==> config.mk <==
export PLATFORM = sky130hd
export DESIGN_NAME = tun_isqrt
export DESIGN_NICKNAME = d
export VERILOG_FILES = /design/src/design/tun_pkg.sv /design/src/design/tun_isqrt.sv
export SDC_FILE = /design/constraint.sdc
export NUM_CORES = 2
export LEC_CHECK = 0
export BUFFER_PORTS_ARGS = -buffer_cell sky130_fd_sc_hd__buf_2
export CORE_ASPECT_RATIO = 1.75
export CORE_MARGIN = 8
export CORE_UTILIZATION = 60
export CTS_CLUSTER_SIZE = 12
export DETAILED_ROUTE_END_ITERATION = 10
export PLACE_DENSITY = 0.72
export SETUP_SLACK_MARGIN = 0.05
export SYNTH_ARGS = -nofsm -noshare
export SYNTH_HDL_FRONTEND = slang
export SYNTH_SLANG_ARGS = --single-unit
==> constraint.sdc <==
create_clock -name clk -period 4.6 [get_ports clk]
set_input_delay 0.23 -clock clk [delete_from_list [all_inputs] [get_ports clk]]
set_output_delay 0.23 -clock clk [all_outputs]
set_load 0.01 [all_outputs]
==> src/design/tun_pkg.sv <==
// Package for the triangle unit normal block.
// Shared constants and codes; no dependencies.
`timescale 1ns / 1ps
`default_nettype none
package tun_pkg;
  localparam int MAG_W  = 31;  // normalized magnitude, top bit at 30
  localparam int SUM_W  = 64;  // sum of squares
  localparam int ROOT_W = 32;  // integer square root
  localparam logic KIND_VECTORS  = 1'b0;
  localparam logic KIND_TRIANGLE = 1'b1;
endpackage
`default_nettype wire

==> src/design/tun_isqrt.sv <==
// Pipelined integer square root, one result bit per stage.
// Carries an opaque sideband alongside; depends on tun_pkg.
`timescale 1ns / 1ps
`default_nettype none
module tun_isqrt import tun_pkg::*; #(
  parameter int SW = 8
) (
  input  wire               clk,
  input  wire               rst,
  input  wire               en,
  input  wire               in_valid,
  input  wire [SUM_W-1:0]   radicand,
  input  wire [SW-1:0]      side_in,
  output logic              out_valid,
  output logic [ROOT_W-1:0] root,
  output logic [SW-1:0]     side_out
);
  localparam int TW = SUM_W + 2;

  logic [SUM_W-1:0]  rem  [ROOT_W+1];
  logic [ROOT_W-1:0] rt   [ROOT_W+1];
  logic [SW-1:0]     sd   [ROOT_W+1];
  logic              vl   [ROOT_W+1];

  assign rem[0] = radicand;
  assign rt[0]  = '0;
  assign sd[0]  = side_in;
  assign vl[0]  = in_valid;

  for (genvar k = 0; k < ROOT_W; k++) begin : g_step
    localparam int BI = ROOT_W - 1 - k;
    logic [TW-1:0] trial;
    logic          fits;
    assign trial = TW'({rt[k], 2'b01}) << (2 * BI);
    assign fits  = {2'b00, rem[k]} >= trial;
    always_ff @(posedge clk) begin
      if (rst) begin
        vl[k+1] <= 1'b0;
      end else if (en) begin
        vl[k+1] <= vl[k];
      end
    end
    always_ff @(posedge clk) begin
      if (en) begin
        rem[k+1] <= fits ? SUM_W'({2'b00, rem[k]} - trial) : rem[k];
        rt[k+1]  <= {rt[k][ROOT_W-2:0], fits};
        sd[k+1]  <= sd[k];
      end
    end
  end

  assign out_valid = vl[ROOT_W];
  assign root      = rt[ROOT_W];
  assign side_out  = sd[ROOT_W];
endmodule
`default_nettype wire

# == Word-level counts from Yosys, hierarchy flattened ==
# Cells that the tools add are included.
# classes
n_lt_le_gt_ge,32
n_addsub,31
mux,31
# op_table
cell,count
64-bit two-way mux,31
64-bit by 33-bit >= comparator with 1-bit output,1
64-bit by 34-bit >= comparator with 1-bit output,1
64-bit by 35-bit >= comparator with 1-bit output,1
64-bit by 36-bit >= comparator with 1-bit output,1
64-bit by 37-bit >= comparator with 1-bit output,1
64-bit by 38-bit >= comparator with 1-bit output,1
64-bit by 39-bit >= comparator with 1-bit output,1
64-bit by 40-bit >= comparator with 1-bit output,1
64-bit by 41-bit >= comparator with 1-bit output,1
64-bit by 42-bit >= comparator with 1-bit output,1
64-bit by 43-bit >= comparator with 1-bit output,1
64-bit by 44-bit >= comparator with 1-bit output,1
64-bit by 45-bit >= comparator with 1-bit output,1
64-bit by 46-bit >= comparator with 1-bit output,1
64-bit by 47-bit >= comparator with 1-bit output,1
64-bit by 48-bit >= comparator with 1-bit output,1
64-bit by 49-bit >= comparator with 1-bit output,1
64-bit by 50-bit >= comparator with 1-bit output,1
64-bit by 51-bit >= comparator with 1-bit output,1
64-bit by 52-bit >= comparator with 1-bit output,1
64-bit by 53-bit >= comparator with 1-bit output,1
64-bit by 54-bit >= comparator with 1-bit output,1
64-bit by 55-bit >= comparator with 1-bit output,1
other kinds (40),40
# totals
inputBits,76
ff_bits,2800

# == Logic depth before layout (Yosys ltp) ==
# depth
ltp_word,2
mapped_depth,15

# == Least setup slack after synthesis ==
# OpenSTA, ideal clock, no wires.
# synth_timing
path_kind,reg2reg
start,reg rem[1204] in the netlist's numbering
end,reg rem[1132] in the netlist's numbering (data pin)
path_stages_with_launch,10
t_required_ns,4.338
path_slack_ns,1.138
period_less_slack_ns,3.462
path_buffers,1
arrival_ns,3.200
cell_sequence,edfxtp_1 > or3_1 > or2_1 > or3_4 > or4_4 > or4_1 > nor4_2 > and3b_1 > buf_6 > mux2_1
# synth_between
elab_chain_len,2
# synth_rtl
item,line,rtl
start: declaration,tun_isqrt.sv:20,logic [SUM_W-1:0] rem [ROOT_W+1];
start signal: indexed assignment,tun_isqrt.sv:45,"rem[k+1] <= fits ? SUM_W'({2'b00, rem[k]} - trial) : rem[k];"
64-bit by 50-bit >= comparator with 1-bit output,tun_isqrt.sv:35,"assign fits = {2'b00, rem[k]} >= trial;"
64-bit two-way mux,tun_isqrt.sv:45,
# Every way passes these cells.
# A chain may end at the register's enable or synchronous reset.

# == Worst setup path after layout ==
# layout_timing
start,reg rem[909] in the netlist's numbering
end,reg rem[891] in the netlist's numbering (data pin)
# layout_between
elab_chain_len,2
# layout_rtl
item,line
64-bit by 46-bit subtractor with 64-bit output / 64-bit by 46-bit >= comparator with 1-bit output (equally long branches),"tun_isqrt.sv:45, tun_isqrt.sv:35"
64-bit two-way mux (*),tun_isqrt.sv:45
# Every way passes the cells marked *; elsewhere a longest branch is shown, timed or not.

==> impl_results.rst <==
.. list-table::
   :header-rows: 1

   * - Metric
     - Value
   * - GR Util All Layers
     - 0.289
   * - Area overhead of the layout relative to synthesis
     - 11.7%
   * - Relative slew slack
     - 0.0571
   * - Leakage power
     - 54.5 nW
   * - Number of distinct library cells after synthesis
     - 95
   * - Chip Height
     - 631 µm
   * - Dominant register cell in the synthesized netlist
     - sky130_fd_sc_hd__edfxtp_1
   * - Wire length per cell
     - 25.4 µm
   * - Worst Clk Skew
     - 0.0837 ns
   * - Switch Pwr
     - 21.1 mW
   * - Share of final-layout standard cells stronger than drive strength 1
     - 0.0908
   * - Clock tree root driver cell
     - sky130_fd_sc_hd__clkbuf_16
   * - Mean Syn Cell Area
     - 13.0 µm²
   * - Nets
     - 11200
   * - Count of final setup violators
     - 0
   * - Overall via count from detail_route
     - 82800
   * - Crit start category
     - register
   * - CTS H-tree depth
     - 5
   * - Internal Pwr Total
     - 49.5 mW
   * - Maximum net fanout on the critical path
     - 3
   * - Largest stage delay on the critical path
     - 1.18 ns
   * - Count of flip-flops with a built-in enable after synthesis
     - 2768
   * - Clock latency on the worst-skew pair
     - 0.88 ns
   * - Number of violations reported at the end of detailed-routing iteration 0
     - 5304
   * - Largest net degree at the start of global routing
     - 156
   * - Clock slew at reported path FFs
     - 0.06 ns
   * - Endpoint arrival time on the critical path
     - 5.17 ns
   * - Number of primary I/O pins
     - 117
   * - Class of the tightest hold or removal check
     - primary input to register
   * - Ordered list of cells on the worst path
     - nor4_1 -> nand3_1 -> nor4_1 -> buf_4 -> a21oi_1 -> or3b_2 -> and4b_1 -> nor3b_1 -> buf_4 -> nand2_1 -> xnor2_1
   * - CTS tree
     - yes
   * - DRT antenna net count
     - 0
   * - Routability congestion estimate from global placement
     - 1.03
   * - Share of total power consumed by net switching
     - 0.298
   * - Net count after synthesis
     - 10600
   * - Clock Tree Buf Depth
     - 4
   * - Max_cap viols
     - 0
   * - Fin util
     - 0.675
   * - RSZ-0062 raised after global routing
     - true
   * - Total CTS buffers
     - 283
   * - Dpl cell area
     - 136000 µm²
   * - Initial antenna violation count
     - 19
   * - Final critical delay including setup and external delays
     - 4.60 ns
   * - Count of yosys warnings during synthesis
     - 0
   * - DP HPWL
     - 262000 µm
   * - Number of buffers added on ports
     - 116
   * - Total of flip-flops plus latches after synthesis
     - 2800
   * - Transition time at the pin with the least slew margin
     - 1.40 ns
   * - Proportion of power drawn by the clock network
     - 0.292
   * - Kind of cell adding the most delay to the critical path
     - simple AND/OR/NAND/NOR gates
   * - CP Capture Type
     - register
   * - Global-route wire length before repair
     - 503000 µm
   * - Highest-delay cell along the critical path
     - sky130_fd_sc_hd__nor4_1
   * - Post-route fraction of the period consumed by the critical path
     - 1.00
   * - Hold path startpoint
     - radicand[22]
   * - Fmax
     - 217 MHz
   * - Chip Width
     - 367 µm
   * - Final Hold Fails
     - 0
   * - Cell Area, Synth
     - 130000 µm²
   * - Sequential power share
     - 0.486
   * - Combinational share of power
     - 0.222
   * - Final Cell Area
     - 145000 µm²
   * - Fill count
     - 14800
   * - Total die area
     - 232000 µm²
   * - Ratio of total power to cell area
     - 488 nW/µm²
   * - Proportion of register bits with asynchronous set or reset after synthesis
     - 0
   * - Required arrival time at the worst endpoint
     - 5.17 ns
   * - Number of cell rows
     - 225
   * - Max Transition Viols Final
     - 0
   * - Beginning of the worst register-to-register path
     - rem[909]
   * - Number of clock sinks
     - 2800
   * - Post-route total power
     - 70.6 mW
   * - Vias in the first global route
     - 89000
   * - Core Area
     - 215000 µm²
   * - Setup TNS after final layout
     - 0 ns
   * - Buf+Inv Stages, Crit Path
     - 2
   * - DRC Markers
     - 0
   * - Initial DRT Pass Iterations
     - 6
   * - Seq/Total Area, Yosys
     - 0.647
   * - Path type of the worst setup path
     - register to register
   * - Drt via density
     - 6.08
   * - Final wirelength
     - 345000 µm
   * - Initial cell density of the core
     - 0.604
   * - Startpoint of the worst setup timing path
     - rem[909]
   * - Cell count after synthesis
     - 9969
   * - IR drop worst, VDD
     - 371 µV
   * - Outcome
     - finished, final reports clean
   * - Total gr overflow
     - 0
==> cell families after synthesis <==
group,count (synthesis),share of synthesized area
muxes,136,0.0114
buffers and inverters,898,0.0268
AOI/OAI and AO/OA,1801,0.0863
xor gates and xnor gates,871,0.0589
DFF,2800,0.647
adders and majority gates,558,0.0539
and+or+nand+nor,2905,0.116
==> stage by stage <==
| stage | hold WS [ns] | setup slack (ns) | cells |
|---|---|---|---|
| 5_1_grt | 0.0519 | 0.0103 | 13600 |
| 3_3_place_gp | 0.400 | -1.65 | 13000 |
| 2_1_floorplan | 0.302 | 1.14 | 9969 |
| 4_1_cts | 0.00956 | 0.0583 | 13500 |
| 3_5_place_dp | 0.405 | -0.174 | 13000 |
| 6_report | 0.0660 | 0.00202 | 13600 |
==> cell type report <==
| cell class | instances | area (µm²) | share of cell area |
|---|---|---|---|
| clock buffer | 326 | 7330 | 0.0506 |
| inverter | 694 | 2610 | 0.0180 |
| sequential | 2800 | 83800 | 0.579 |
| timing repair buffer | 523 | 4290 | 0.0297 |
| multi-input combinational | 6271 | 42500 | 0.294 |
| clock inverter | 46 | 382 | 0.00264 |
| antenna | 113 | 283 | 0.00195 |
| tap | 2837 | 3550 | 0.0245 |
==> layout by cell type, fill, tap and decap left out, types with 43 or more instances in the layout <==
cell type and n:
sky130_fd_sc_hd__nor4b_1 56, sky130_fd_sc_hd__xnor2_1 484, sky130_fd_sc_hd__or4_1 66, sky130_fd_sc_hd__buf_2 115
sky130_fd_sc_hd__inv_1 690, sky130_fd_sc_hd__nor2_1 703, sky130_fd_sc_hd__a21o_1 225, sky130_fd_sc_hd__ha_1 558
sky130_fd_sc_hd__diode_2 113, sky130_fd_sc_hd__mux2i_1 43, sky130_fd_sc_hd__o31ai_1 43, sky130_fd_sc_hd__nor4_1 319
sky130_fd_sc_hd__nor3_1 252, sky130_fd_sc_hd__clkbuf_16 287, sky130_fd_sc_hd__xor2_1 387, sky130_fd_sc_hd__dlygate4sd3_1 77
sky130_fd_sc_hd__or3_1 102, sky130_fd_sc_hd__nand2b_1 118, sky130_fd_sc_hd__edfxtp_1 2768, sky130_fd_sc_hd__o211ai_1 45
sky130_fd_sc_hd__nor2b_1 87, sky130_fd_sc_hd__buf_4 294, sky130_fd_sc_hd__o21bai_1 50, sky130_fd_sc_hd__o21a_1 95
sky130_fd_sc_hd__nand4_1 149, sky130_fd_sc_hd__o21ai_0 399, sky130_fd_sc_hd__nand3_1 176, sky130_fd_sc_hd__a21oi_1 624
sky130_fd_sc_hd__mux2_2 92, sky130_fd_sc_hd__nand2_1 588, sky130_fd_sc_hd__a211oi_1 50
==> synth_stat cells, types with 45 or more instances <==
library cell	n	area (µm²)
sky130_fd_sc_hd__nand2_1	588	2210
sky130_fd_sc_hd__o211ai_1	45	338
sky130_fd_sc_hd__nand2b_1	118	738
sky130_fd_sc_hd__nor3_1	254	1270
sky130_fd_sc_hd__xnor2_1	484	4240
sky130_fd_sc_hd__nand4_1	149	932
sky130_fd_sc_hd__nor4_1	334	2090
sky130_fd_sc_hd__mux2_2	92	1040
sky130_fd_sc_hd__o21a_1	96	721
sky130_fd_sc_hd__clkbuf_1	163	612
sky130_fd_sc_hd__nor2_1	705	2650
sky130_fd_sc_hd__or3_1	102	638
sky130_fd_sc_hd__ha_1	558	6980
sky130_fd_sc_hd__a211oi_1	51	383
sky130_fd_sc_hd__o21ai_0	400	2000
sky130_fd_sc_hd__inv_1	690	2590
sky130_fd_sc_hd__a21o_1	225	1690
sky130_fd_sc_hd__o21bai_1	51	383
sky130_fd_sc_hd__xor2_1	387	3390
sky130_fd_sc_hd__or4_1	67	503
sky130_fd_sc_hd__edfxtp_1	2768	83100
sky130_fd_sc_hd__nor4b_1	59	517
sky130_fd_sc_hd__a21oi_1	625	3130
sky130_fd_sc_hd__nor2b_1	87	544
sky130_fd_sc_hd__nand3_1	177	886
==> worst paths after layout <==
check                                  to  slack (ns)  cells past startpoint
worst max-delay path             rem[891]       0.002                     11
worst min-delay path            rem[2006]        0.07                      2
worst max register to register   rem[891]       0.002                     11
worst min register to register   root[14]        0.41                      0
==> timing repair <==
action | in CTS | in global routing
cloned | 0 | 0
pin swaps | 0 | 1
hold endpoints to repair | 113 | 0
setup endpoints to repair | 7 | 11
hold buffers | 77 | 0
resized for setup | 3 | 6
buffers inserted | 0 | 2
==> power by group through the flow <==
stage | combinational (mW) | sequential, mW | clock, mW
4_1_cts | 15.5 | 34.2 | 20.8
5_1_grt | 17.0 | 34.5 | 21.8
2_1_floorplan | 10.3 | 33.8 | 0
3_3_place_gp | 15.0 | 34.5 | 0
6_report | 15.7 | 34.3 | 20.6
3_5_place_dp | 15.4 | 34.7 | 0
==> registers in the layout, summed over array words and instances, names as in the netlist <==
register,flops
rem,1984
g_step.trial,496
sd,248
root,32
vl,31
side_out,8
out_valid,1
==> routing by layer <==
| metal | share of wire | GRT usage |
|---|---|---|
| met5 | 0 | 0 |
| met4 | 0.14 | 0.333 |
| met3 | 0.030 | 0.0371 |
| met1 | 0.25 | 0.184 |
| met2 | 0.58 | 0.600 |
Note: power is estimated with default switching activity, not from simulation.
